**src/hw/rtl/deque_state_scan_update_macros.svh**
```systemverilog
// ---------------------------------------------------------------------------
// Assertion macros for the state code deque.
// Define NO_ASSERTIONS to compile every check away.
// ---------------------------------------------------------------------------
`ifndef DEQUE_STATE_SCAN_UPDATE_MACROS_SVH
`define DEQUE_STATE_SCAN_UPDATE_MACROS_SVH
`ifndef NO_ASSERTIONS
// The condition must hold at every edge outside reset.
`define DSSU_ASSERT_ALWAYS(lbl, cond) \
	lbl: assert property (@(posedge clk) disable iff (!arst_n) (cond)) \
		else $error("deque check failed");
// The consequent must hold in the cycle after the antecedent.
`define DSSU_ASSERT_NEXT(lbl, pre, post) \
	lbl: assert property (@(posedge clk) disable iff (!arst_n) (pre) |=> (post)) \
		else $error("deque sequencing check failed");
`else
`define DSSU_ASSERT_ALWAYS(lbl, cond)
`define DSSU_ASSERT_NEXT(lbl, pre, post)
`endif
`endif

```
**src/hw/rtl/dssu_store.sv**
```systemverilog
// ---------------------------------------------------------------------------
// dssu_store
// Circular entry store: one write port, one read port with registered data.
// ---------------------------------------------------------------------------
`timescale 1ns / 1ps

module dssu_store #(
	parameter int DEPTH     = 1024,
	parameter int CODE_BITS = 4,
	localparam int AW       = $clog2(DEPTH)
) (
	input  logic                 clk,
	input  logic                 we,
	input  logic [AW-1:0]        waddr,
	input  logic [CODE_BITS-1:0] wdata,
	input  logic [AW-1:0]        raddr,
	output logic [CODE_BITS-1:0] rdata_q
);

	logic [CODE_BITS-1:0] mem_q [DEPTH];

	// Write first in program order; the read returns the old word on a collision.
	always_ff @(posedge clk) begin
		if (we) begin
			mem_q[waddr] <= wdata;
		end
		rdata_q <= mem_q[raddr];
	end

endmodule

```
**config.mk**
```make
export PLATFORM = sky130hd
export DESIGN_NAME = dssu_store
export DESIGN_NICKNAME = d
export VERILOG_FILES = /design/src/hw/rtl/deque_state_scan_update_macros.svh /design/src/hw/rtl/dssu_store.sv
export SDC_FILE = /design/constraint.sdc
export NUM_CORES = 2
export LEC_CHECK = 0
export ABC_AREA = 1
export BUFFER_PORTS_ARGS = -buffer_cell sky130_fd_sc_hd__clkbuf_2
export CELL_PAD_IN_SITES_DETAIL_PLACEMENT = 1
export CELL_PAD_IN_SITES_GLOBAL_PLACEMENT = 1
export CORE_AREA = 2 2 689 554
export DETAILED_ROUTE_END_ITERATION = 7
export DIE_AREA = 0 0 691 556
export MAX_ROUTING_LAYER = met4
export PLACE_DENSITY = 0.7
export REMOVE_ABC_BUFFERS = 1
export SYNTH_ARGS = -nofsm -noshare
export SYNTH_HDL_FRONTEND = slang
export SYNTH_SLANG_ARGS = --single-unit
```
**constraint.sdc**
```tcl
create_clock -name clk -period 4.6 [get_ports clk]
set_input_delay 0.23 -clock clk [delete_from_list [all_inputs] [get_ports clk]]
set_output_delay 0.23 -clock clk [all_outputs]
set_load 0.01 [all_outputs]
```
* Word level (Yosys, flattened, before mapping)
Memories as Yosys holds them, arrays and structs flattened. A register that Yosys moved wholly into a read port is not among the register bits.
Index checks and enable logic that the tools add are counted.
** Storage, ports and cells
- Flip-flop bits (word level) :: 0
- RAM bits :: 4096
- Input bits :: 26
- Output and inout port bits :: 4
- Logic and storage cells :: 3
- Memories :: 1
** Cells by class
- Mux-type cells :: 2
** Memory list
- mem_q :: words 1024, width 4, read ports 1, clocked after memory_dff 1, write ports 1, RTL line dssu_store.sv:20 : logic [CODE_BITS-1:0] mem_q [DEPTH];
** Operator list (number)
- $mux W1 :: 2

* Depth between registers and ports, before layout
- Depth after elaboration :: 2
- Mapped depth :: 17
- Depth with buffers taken out :: 13

* Worst setup path before layout
Ideal clock, no wire load.
- Path kind :: input-to-reg
- Start :: input waddr[2]
- End :: memory mem_q[443][0] (enable)
- Library setup time :: 0.329 ns
- Data arrival time :: 1.639 ns
- Data required time :: 4.271 ns
- Path slack :: 2.631 ns
- Stages :: 8
- Buffers on the path :: 3
- Cells stage by stage :: buf_2 -> nor3_1 -> inv_1 -> nor2_1 -> nand2_1 -> clkbuf_1 -> clkbuf_1 -> nor2_1
** RTL lines
- from (decl) :: RTL line dssu_store.sv:14 : input logic [AW-1:0] waddr,
- to (decl) :: RTL line dssu_store.sv:20
No word-level cell before the write port.

==> key figures <==
Run status
  – Status: finished, final reports clean

Power and ir drop
  – IR drop worst, VDD: 0.0003365 V
  – Total power: 79740 uW
  – Power Density: 425.4 nW/um^2
  – Static leakage: 0.06383 uW

Synthesis
  – Count of different cell masters after synthesis: 18
  – Yosys warnings: 0
  – Synth Register Bits: 4100
  – EDFF count, synth: 4096
  – Cells after Synth: 14579
  – Sequential area share after synthesis: 72.72%
  – Cell Area, Synth: 169300 sq um
  – Main synth FF type: edfxtp_1
  – Share of synthesized registers carrying an async set or reset: 0%
  – Mean post-synth cell area: 11.61 sq um

Routing
  – Routed via count: 116073
  – Router iterations before antenna repair: 6
  – DRT Wirelength: 548100 um
  – Vias/cell: 5.909
  – Initial detailed-routing violation count: 14095
  – Detail Route Antenna Nets: 0
  – DRC: 0
  – Wire per inst: 27.90 um

GRT
  – Largest net degree at the start of global routing: 198
  – GRT met2 Usage: 44.60%
  – Met3 Track Usage GR: 4.144%
  – Global-route wire length before repair: 804000 um
  – Grt total ovfl: 0
  – GR peak layer: met2
  – Antenna violations before repair: 38
  – Tot GR Track Use: 28.90%
  – Number of global-route vias before repair: 118529
  – GR Util met1: 40.11%

Critical path
  – CP required: 5.56 ns
  – Top Family by Delay on Critical Path: simple AND/OR/NAND/NOR gates
  – Setup Crit Path Kind: input port to flip-flop
  – CP Max Fanout: 101
  – Critical-path top delay cell: dlygate4sd3_1
  – CP arrival: 4.35 ns
  – CP most frequent cell: nand3_1
  – CP peak stage delay: 0.53 ns
  – Buf+Inv Stages, Crit Path: 5
  – Critical path endpoint category: flip-flop
  – Crit path cell chain: buf_12 > inv_16 > buf_12 > buf_12 > nand2_1 > nand3_1 > nand3_1 > nand3_1 > nand3_1 > nand3_1 > nand3_1 > nand3_1 > nand3_1 > nand2_1 > nand2_1 > nand2_1 > dlygate4sd3_1
  – R2R depth: 13
  – WP depth: 17
  – CP Launch Type: input port

Timing
  – RSZ-0062 raised after global routing: false
  – Worst-margin pin slew: 1.335 ns
  – Final setup vio count: 0
  – Fin. Hold Viols: 0
  – Slew Limit Headroom: 10.53%
  – Clk_skew: 0.04288 ns
  – Final period util: 73.81%
  – Max-slew violations: 0
  – Max Clk Rate: 0.2945 GHz
  – Final Critical Period: 3.395 ns

Floorplan
  – I/O pin cnt: 30
  – Core Region: 377100 sq um
  – Height of the die: 556 um
  – Die X: 691 um
  – Std-Cell Rows: 202
  – Die ar.: 384200 sq um
  – Initial Util: 44.88%

CTS
  – CTS tree: yes
  – Clk_lat worst skew: 1.01 ns
  – Root buffer cell: clkbuf_16
  – Post-CTS Resized: 0
  – Total CTS buffers: 412
  – CTS sink count: 4100
  – CTS H-tree lvls: 5
  – CTS Buffer Depth: 4
  – Clock-pin slew on the worst setup and hold paths: 0.06 ns

Cells and area
  – Post-Route Utilization: 49.71%
  – Area taken by multi-input logic gates: 40430 sq um
  – Most frequent cells in the layout: nand2_1 (4154), edfxtp_1 (4096), nand3_1 (4083)
  – Most common cell after layout, fill and taps aside: nand2_1
  – Nets: 14308
  – Layout cells sized above 1: 6.823%
  – Register area: 123100 sq um
  – Area Growth Syn to Fin: 10.75%
  – # fillers: 39089

Run
  – MaxCap Viol Count: 0

Place
  – Detailed Place HPWL: 319100 um
  – Number of port buffers: 29
  – Gp weighted congestion: 0.8447

Min path
  – Hold crit path type: input port to flip-flop
  – Worst hold path cell count: 4
## stage by stage
stage	std cells	area, sq um	setup slack [ns]	setup TNS (ns)	hold WS, ns
5_1_grt	19633	187400	1.132	0	0.1069
4_1_cts	19625	187400	1.321	0	0.006655
3_5_place_dp	18858	174100	0.6288	0	0.7314
2_1_floorplan	13479	163400	-6.104	-24.40	0.3289
3_3_place_gp	18858	174100	0.6488	0	0.7144
6_report	19644	187400	1.205	0	0.1023
## registers in the layout (all words and copies together), names as in the netlist
register  flops
mem_q      4096
rdata_q       4
## report_power, final
part	leakage [uW]	switching, uW	total, uW	internal [uW]
logic	0.0205	3740	4870	1120
registers	0.0368	20.2	41100	41100
clock network	0.00646	14800	33700	19000
total	0.0638	18500	79700	61200
## final timing paths
path	from	slack, ns	end
worst max-delay path	raddr[0]	1.20	rdata_q[2]
worst min-delay path	waddr[4]	0.10	mem_q[779][2]
worst max register to register	mem_q[585][2]	1.50	rdata_q[2]
worst min register to register	mem_q[36][0]	1.22	rdata_q[0]
## metal layers
layer | vias up | part of all wire (%)
met5 | - | 0
met1 | 59572 | 43
met4 | 0 | 3.0
li1 | 50964 | -
met3 | 782 | 8.1
met2 | 4755 | 46
## area by class of cell
class,count,area share [%]
Sequential cell,4100,65.66
Multi-Input combinational cell,9335,21.57
Timing Repair Buffer,389,2.242
Antenna cell,19,0.02537
Clock inverter,253,1.301
Inverter,44,0.1175
Tap cell,4998,3.336
Clock buffer,506,5.744
## worst register-to-register path, stage by stage (launching register included)
cell	delay, ns
edfxtp_1	0.36
nand2_1	0.08
nand3_1	0.08
nand3_1	0.18
nand3_1	0.11
nand3_1	0.16
nand3_1	0.16
nand3_1	0.39
nand3_1	0.32
nand3_1	0.21
nand2_1	0.15
nand2_1	0.17
nand2_1	0.07
dlygate4sd3_1	0.54
## synth_stat cells (4+ instances only)
master | number | area share [%]
nand2_1 | 4178 | 9.3
nor3_1 | 24 | 0.071
nor2_1 | 1040 | 2.3
clkbuf_1 | 243 | 0.54
buf_4 | 157 | 0.70
buf_2 | 481 | 1.4
dfxtp_1 | 4 | 0.047
inv_1 | 38 | 0.084
nand3_1 | 4086 | 12
nand4_1 | 7 | 0.026
buf_6 | 61 | 0.41
edfxtp_1 | 4096 | 73
buf_1 | 156 | 0.35
## cell families (layout without fill, tap and decap cells)
family / count (synthesis) / in the layout / synth area share [%]
flops: 4100 / 4100 / 72.72
other cells: 0 / 19 / 0
simple gates: 9335 / 9335 / 23.75
buf+inv: 1144 / 1192 / 3.531
## repair_timing
action	4_1_cts	5_1_grt
hold buffers	8	0
hold endpoints to repair	497	0
setup buffers	0	0
No activity file was read; power rests on OpenSTA's default activity.
