## src/hw/rtl/deque_state_scan_update_macros.svh

```systemverilog
// ---------------------------------------------------------------------------
// Assertion macros for the state code deque.
// Define NO_ASSERTIONS to compile every check away.
// ---------------------------------------------------------------------------
`ifndef DEQUE_STATE_SCAN_UPDATE_MACROS_SVH
`define DEQUE_STATE_SCAN_UPDATE_MACROS_SVH
`ifndef NO_ASSERTIONS
// The condition must hold at every edge outside reset.
`define DSSU_ASSERT_ALWAYS(lbl, cond) \
	lbl: assert property (@(posedge clk) disable iff (!arst_n) (cond)) \
		else $error("deque check failed");
// The consequent must hold in the cycle after the antecedent.
`define DSSU_ASSERT_NEXT(lbl, pre, post) \
	lbl: assert property (@(posedge clk) disable iff (!arst_n) (pre) |=> (post)) \
		else $error("deque sequencing check failed");
`else
`define DSSU_ASSERT_ALWAYS(lbl, cond)
`define DSSU_ASSERT_NEXT(lbl, pre, post)
`endif
`endif

```

## src/hw/rtl/dssu_pkg.sv

```systemverilog
// ---------------------------------------------------------------------------
// dssu_pkg
// Shared types and codes of the state code deque.
// ---------------------------------------------------------------------------
`timescale 1ns / 1ps

package dssu_pkg;

	// Actions carried by an input word.
	typedef enum logic [2:0] {
		ACT_PUSH_BACK   = 3'd0,
		ACT_PUSH_FRONT  = 3'd1,
		ACT_POP_BACK    = 3'd2,
		ACT_POP_FRONT   = 3'd3,
		ACT_COUNT       = 3'd4,
		ACT_PAIR_COUNT  = 3'd5,
		ACT_UPDATE      = 3'd6,
		ACT_PAIR_UPDATE = 3'd7
	} action_t;

	// Status codes returned with every result word.
	typedef enum logic [1:0] {
		STAT_OK      = 2'd0,
		STAT_EMPTY   = 2'd1,
		STAT_FULL    = 2'd2,
		STAT_MISSING = 2'd3
	} status_t;

	// Sequencer states.
	typedef enum logic [3:0] {
		S_IDLE,
		S_PUSH,
		S_POP_RD,
		S_POP_WT,
		S_SCAN,
		S_WR1,
		S_WR2,
		S_FIN_F,
		S_FIN_B,
		S_FIN_W,
		S_DONE
	} state_t;

	// Control of the shared compare and count unit.
	typedef struct packed {
		logic clear;
		logic valid;
		logic pair_mode;
		logic rewrite;
	} match_ctl_t;

endpackage

```

## src/hw/rtl/dssu_match.sv

```systemverilog
// ---------------------------------------------------------------------------
// dssu_match
// Shared compare and count unit, fed one stored code per cycle in queue order.
// ---------------------------------------------------------------------------
`timescale 1ns / 1ps

module dssu_match #(
	parameter int DEPTH     = 1024,
	parameter int CODE_BITS = 4,
	localparam int AW       = $clog2(DEPTH),
	localparam int CW       = AW + 1
) (
	input  logic                 clk,
	input  logic                 arst_n,
	input  dssu_pkg::match_ctl_t ctl,
	input  logic [CODE_BITS-1:0] code,
	input  logic [CODE_BITS-1:0] first,
	input  logic [CODE_BITS-1:0] second,
	input  logic [AW-1:0]        target,
	output logic [CW-1:0]        match_count,
	output logic                 hit
);
	import dssu_pkg::*;

	logic [CW-1:0]        count_q;
	logic [CODE_BITS-1:0] prev_q;
	logic                 prev_avail_q;
	logic                 single_m;
	logic                 pair_m;
	logic                 m;

	// A pair needs the previous entry still unclaimed by an earlier pair.
	always_comb begin
		single_m = (code == first);
		pair_m   = prev_avail_q && (prev_q == first) && (code == second);
		m        = ctl.pair_mode ? pair_m : single_m;
		hit      = ctl.valid && m && ctl.rewrite && (count_q == {1'b0, target});
	end

	assign match_count = count_q;

	// After a pair matches, both entries are consumed; the next pair needs two new entries.
	always_ff @(posedge clk or negedge arst_n) begin
		if (!arst_n) begin
			count_q      <= '0;
			prev_avail_q <= 1'b0;
		end else if (ctl.clear) begin
			count_q      <= '0;
			prev_avail_q <= 1'b0;
		end else if (ctl.valid) begin
			count_q      <= count_q + {{(CW-1){1'b0}}, m};
			prev_avail_q <= !(ctl.pair_mode && m);
		end
	end

	always_ff @(posedge clk) begin
		if (ctl.valid) begin
			prev_q <= code;
		end
	end

endmodule

```

## config.mk

```make
export PLATFORM = sky130hd
export DESIGN_NAME = dssu_match
export DESIGN_NICKNAME = d
export VERILOG_FILES = /design/src/hw/rtl/deque_state_scan_update_macros.svh /design/src/hw/rtl/dssu_pkg.sv /design/src/hw/rtl/dssu_match.sv
export SDC_FILE = /design/constraint.sdc
export NUM_CORES = 1
export LEC_CHECK = 0
export BUFFER_PORTS_ARGS = -buffer_cell sky130_fd_sc_hd__buf_4
export CELL_PAD_IN_SITES_DETAIL_PLACEMENT = 0
export CELL_PAD_IN_SITES_GLOBAL_PLACEMENT = 1
export CORE_MARGIN = 4
export CORE_UTILIZATION = 37
export CTS_CLUSTER_DIAMETER = 60
export DETAILED_ROUTE_END_ITERATION = 10
export GPL_ROUTABILITY_DRIVEN = 0
export PLACE_DENSITY_LB_ADDON = 0.1
export SKIP_LAST_GASP = 1
export SYNTH_ARGS = -nofsm -noshare
export SYNTH_HDL_FRONTEND = slang
export SYNTH_SLANG_ARGS = --single-unit
```

## constraint.sdc

```tcl
create_clock -name clk -period 5.1 [get_ports clk]
set_clock_uncertainty 0.15 [all_clocks]
set_input_delay 0.51 -clock clk [delete_from_list [all_inputs] [get_ports clk]]
set_output_delay 0.51 -clock clk [all_outputs]
set_load 0.02 [all_outputs]
```

; Word level (Yosys, flattened, before mapping)
; Cells that the tools add are included.
; W data, S select, Z words.
[word_totals]
regBits = 16
inputBits = 28
output_inout_bits = 12
word_cells = 21
[op_classes]
add_sub_neg = 1
n_eq_ne = 4
muxes = 5
n_reduce_logical = 8
[ops]
columns = op, count
row1 = $mux W11, 2
row2 = $eq A4 B4 Y1, 3
row3 = $add A11 B1 Y11, 1
row4 = $eq A11 B10 Y1, 1
row5 = $logic_and A1 B1 Y1, 6
row6 = $mux W1, 3
row7 = $reduce_bool A2 Y1, 1
row8 = $logic_not A1 Y1, 1

; Depth between registers and ports, before layout
[depth]
ltp_word = 8
ltp_mapped = 10
mapped_depth_nobuf = 10

; Least setup slack after synthesis
; Ideal clock, no wire load.
[synth_timing]
kind = in2reg
startpoint = input code[3]
endpoint = register count_q[6] (netlist: match_count[6])
setup_time_ns = 0.132
t_arrival_ns = 2.117
required_time_ns = 4.818
slack_ns = 2.701
path_stages = 10
path_buffers = 0
cell_sequence = xor2_1 -> nor4_1 -> nand3_1 -> nand2_1 -> ha_1 -> ha_1 -> inv_1 -> or3_1 -> xor2_1 -> nor2_1
[synth_via]
elab_chain_cells = 6
elab_cells_between_ends = 7
cone_classes = 1 x add/sub / 2 x eq/ne / 3 x mux / 1 x reduce/logical
[synth_rtl]
columns = item, line_no
row1 = start: declaration, dssu_match.sv:16  ; input logic [CODE_BITS-1:0] code,
row2 = $eq A4 B4 Y1, dssu_match.sv:35  ; pair_m = prev_avail_q && (prev_q == first) && (code == second);
row3 = $logic_and A1 B1 Y1, dssu_match.sv:35
row4 = $mux W1 (*), dssu_match.sv:36  ; m = ctl.pair_mode ? pair_m : single_m;
row5 = $add A11 B1 Y11 (*), dssu_match.sv:51  ; count_q <= count_q + {{(CW-1){1'b0}}, m};
row6 = $mux W11 (*), dssu_match.sv:50  ; end else if (ctl.valid) begin
row7 = $mux W11 (*), dssu_match.sv:47  ; end else if (ctl.clear) begin
row8 = end signal: assignment, dssu_match.sv:51
row9 = end: declaration, dssu_match.sv:25  ; logic [CW-1:0] count_q;
; Mark *: on every way between the ends. The rest lies on a longest branch, timed or not. The select of a mux whose other input is x is not followed.
; A chain may end at the register's enable or synchronous reset.

; Worst setup path in the final report
[layout_timing]
startpoint = input code[3]
endpoint = output hit
[layout_via]
elab_chain_cells = 6
elab_cells_between_ends = 7
cone_classes = 2 x eq/ne / 1 x mux / 4 x reduce/logical
[layout_rtl]
columns = item, line_no
row1 = $eq A4 B4 Y1, dssu_match.sv:35
row2 = $logic_and A1 B1 Y1, dssu_match.sv:35
row3 = $mux W1 (*), dssu_match.sv:36
row4 = $logic_and A1 B1 Y1 (*) (3 in a row), dssu_match.sv:37  ; hit = ctl.valid && m && ctl.rewrite && (count_q == {1'b0, target});
row5 = end: declaration, dssu_match.sv:21  ; output logic hit
; Mark *: on every way between the ends. The rest lies on a longest branch, timed or not.

==> flow_summary.yaml <==
route:
  avgRoutedWirePerCell_um: 13.5
  drc: 0
  dr.pass1.iters: 4
  wl_mm: 2.27
  via_per_inst: 4.90
  ant_nets: 0
  via_count: 824
  drt_iter0_drc: 22
power_and_ir_drop:
  vdd_drop_max_uv: 131
  p_sw_uw: 56.8
  p_seq_frac: 0.556
  p_leak_uw: 0.000603
  cellInternalPower_uw: 188
  switching_share: 0.232
  combPwrFrac: 0.170
  power_frac_clock: 0.274
  fin_total_pwr_uw: 245
  power_density_mw_per_mm2: 183
grt:
  grt_pass1_wl_mm: 3.86
  first_global_vias: 850
  grt_overflow: 0
  track_usage: 0.144
  antenna_found_initial: 0
  grt_start_max_net_pins: 14
critical_path:
  cp_num_buf_inv: 2
  cp_top_family: "simple AND/OR/NAND/NOR gates"
  arrival_ps: 1770
  cp-end-kind: "output pin"
  cp_cell_sequence: "buf_4 -> xor2_1 -> nor4_1 -> nand3_1 -> a211oi_1 -> buf_4"
  slowest_delay_ps: 360
  cpMaxStageDelayCell: "nor4_1"
  required_ps: 4440
  path_max_fanout: 3
  path_common_cell: "buf_4"
  cp-start-kind: "primary input"
  r2r_setup_slack_ps: 2760
  critical_path_class: "primary input to output pin"
yosys:
  ys_seq_area_frac: 0.427
  synth_cells: 96
  ys_types: 24
  yosys_warnings: 0
  syn_nets: 126
  synth.avg_cell_area_um2: 10.2
  synth_area_um2: 983
  synth_seq_cells: 16
clocking:
  clock_sinks: 16
  htreeDepth: 1
  path_clk_slew_ps: 90
  cts_tree: "yes"
  cts_setup_buffers: 0
  cts-root-buf: "clkbuf_4"
  cts_made_buffers: 3
  cts-resized-gates: 0
  clk_latency_ps: 280
  clockBufferDepth: 2
cells_and_area:
  antenna_cells: 0
  nets: 169
  fillCellCount: 245
  syn2layout_area_growth_pct: 36.4
  drive_above_1_share: 0.319
floorplan:
  die-area_mm2: 0.00355
  dieHeight_um: 59.6
  core_area_mm2: 0.00250
  core.rowCount: 18
  pin_count: 40
  fp.dieW_um: 59.6
  initial_utilization: 0.393
placement:
  post-dp-hpwl_mm: 1.85
  io_buffers: 39
sta:
  fmax_mhz: 412
  hold_viol: 0
  finalSetupViolations: 0
  post-route-min-period_ps: 2430
  fin_crit_sh: 0.476
  final_max_slew_viol_count: 0
  relSlewSlack: 0.775
  worst_pin_slew_ps: 334
  rsz0062_at_grt: "false"
  fin_setup_tns_ps: 0
outcome:
  status: "finished clean"
flow_run:
  cap_violations: 0
min_path:
  min_path_type: "primary input to flop"
==> final timing paths <==
check                           cells after the start         start              to
worst max-delay path                                6       code[3]             hit
worst min-delay path                                1       code[3]       prev_q[3]
worst max register to register                     10     prev_q[3]  match_count[6]
worst min register to register                      2  prev_avail_q    prev_avail_q
max in group asynchronous                           2        arst_n  match_count[8]
min in group asynchronous                           2        arst_n    prev_avail_q
==> power by group through the flow <==
stage                     Clock, uW  Sequential (uW)  Combinational (uW)
after floorplan                   0              139                16.2
after CTS                      71.4              136                42.6
after global routing           79.3              137                46.3
final                          67.3              136                41.7
after global placement            0              139                41.4
after detailed placement          0              139                41.7
==> through the flow <==
| step | hold slack (ps) | instances | area [um2] | worst slack (ps) | utilization |
|---|---|---|---|---|---|
| 4_1_cts | 274 | 168 | 1340 | 2650 | 0.537 |
| 6_report | 285 | 168 | 1340 | 2670 | 0.537 |
| 5_1_grt | 261 | 168 | 1340 | 2510 | 0.537 |
| 3_5_place_dp | 217 | 163 | 1310 | 2380 | 0.522 |
| 2_1_floorplan | 64.4 | 96 | 983 | 2700 | - |
| 3_3_place_gp | 214 | 163 | 1310 | 2460 | 0.522 |
==> sequential cells by signal, summed over array words and instances, names as in the netlist <==
name and count:
match_count 11, prev_q 4, prev_avail_q 1
==> cells by family (layout without fill, tap and decap cells) <==
group	after synthesis	after routing	synth area share
buf+inv	5	47	0.0203
compound gates	6	6	0.0611
simple gates	35	35	0.178
flops	16	16	0.427
fa+ha+maj	2	2	0.0254
xor+xnor	30	30	0.267
mux	2	2	0.0204
==> what timing repair did <==
action | CTS | global route
hold buffers | 1 | 0
endpoints found under the hold margin | 12 | 0
setup endpoints to repair | 0 | 0
==> placed cells by master (no fill, tap or decap), types with 2 or more instances in the layout <==
cell / count
nand4_1: 5
xor2_1: 17
mux2i_1: 2
nor2_1: 11
or3_1: 2
xnor2_1: 13
buf_4: 39
nor4_1: 2
edfxtp_1: 4
nand3_1: 3
dfrtp_1: 12
nor3_1: 5
nand2_1: 5
ha_1: 2
clkbuf_4: 3
inv_1: 3
==> cell usage after synthesis <==
master     instances  share of area
buf_2              1         0.0051
nand3_1            3          0.015
inv_1              3          0.011
dfrtp_1           12           0.31
or3_1              2          0.013
nor4_1             2          0.013
o21bai_1           1         0.0076
edfxtp_1           4           0.12
xor2_1            17           0.15
nand4_1            5          0.032
mux2i_1            2          0.020
nor4_2             1          0.013
a21oi_1            1         0.0051
nor3_1             5          0.025
o21ai_0            1         0.0051
xnor2_1           13           0.12
a211oi_1           1         0.0076
clkbuf_1           1         0.0038
ha_1               2          0.025
nor2_1            11          0.042
and3_1             1         0.0064
a41oi_1            1         0.0089
nand2_1            5          0.019
o2111ai_4          1          0.027
==> routing by layer <==
| metal | GRT usage | part of all wire |
|---|---|---|
| met2 | 0.232 | 0.50 |
| met1 | 0.190 | 0.44 |
| met3 | 0.0479 | 0.055 |
| met5 | 0 | 0 |
| met4 | 0.0285 | 0.0062 |
==> area by class of cell <==
cell class | count | area, um2 | share of cell area
multi-input cells | 75 | 543 | 0.405
flip-flops and latches | 16 | 420 | 0.313
repair buffers | 40 | 303 | 0.226
well taps | 30 | 37.5 | 0.0280
clock buffers | 4 | 26.3 | 0.0196
inverters | 3 | 11.3 | 0.00840
==> worst reg2reg max path, delay by kind of cell, from the launching register on <==
kind | cells | cell delay [ps]
flip-flops | 1 | 380
buffers and inverters | 1 | 90
AND/OR/NAND/NOR | 5 | 960
XOR/XNOR | 2 | 290
adder cells (fa/ha/maj) | 2 | 380
Note: power is estimated with default switching activity, not from simulation.
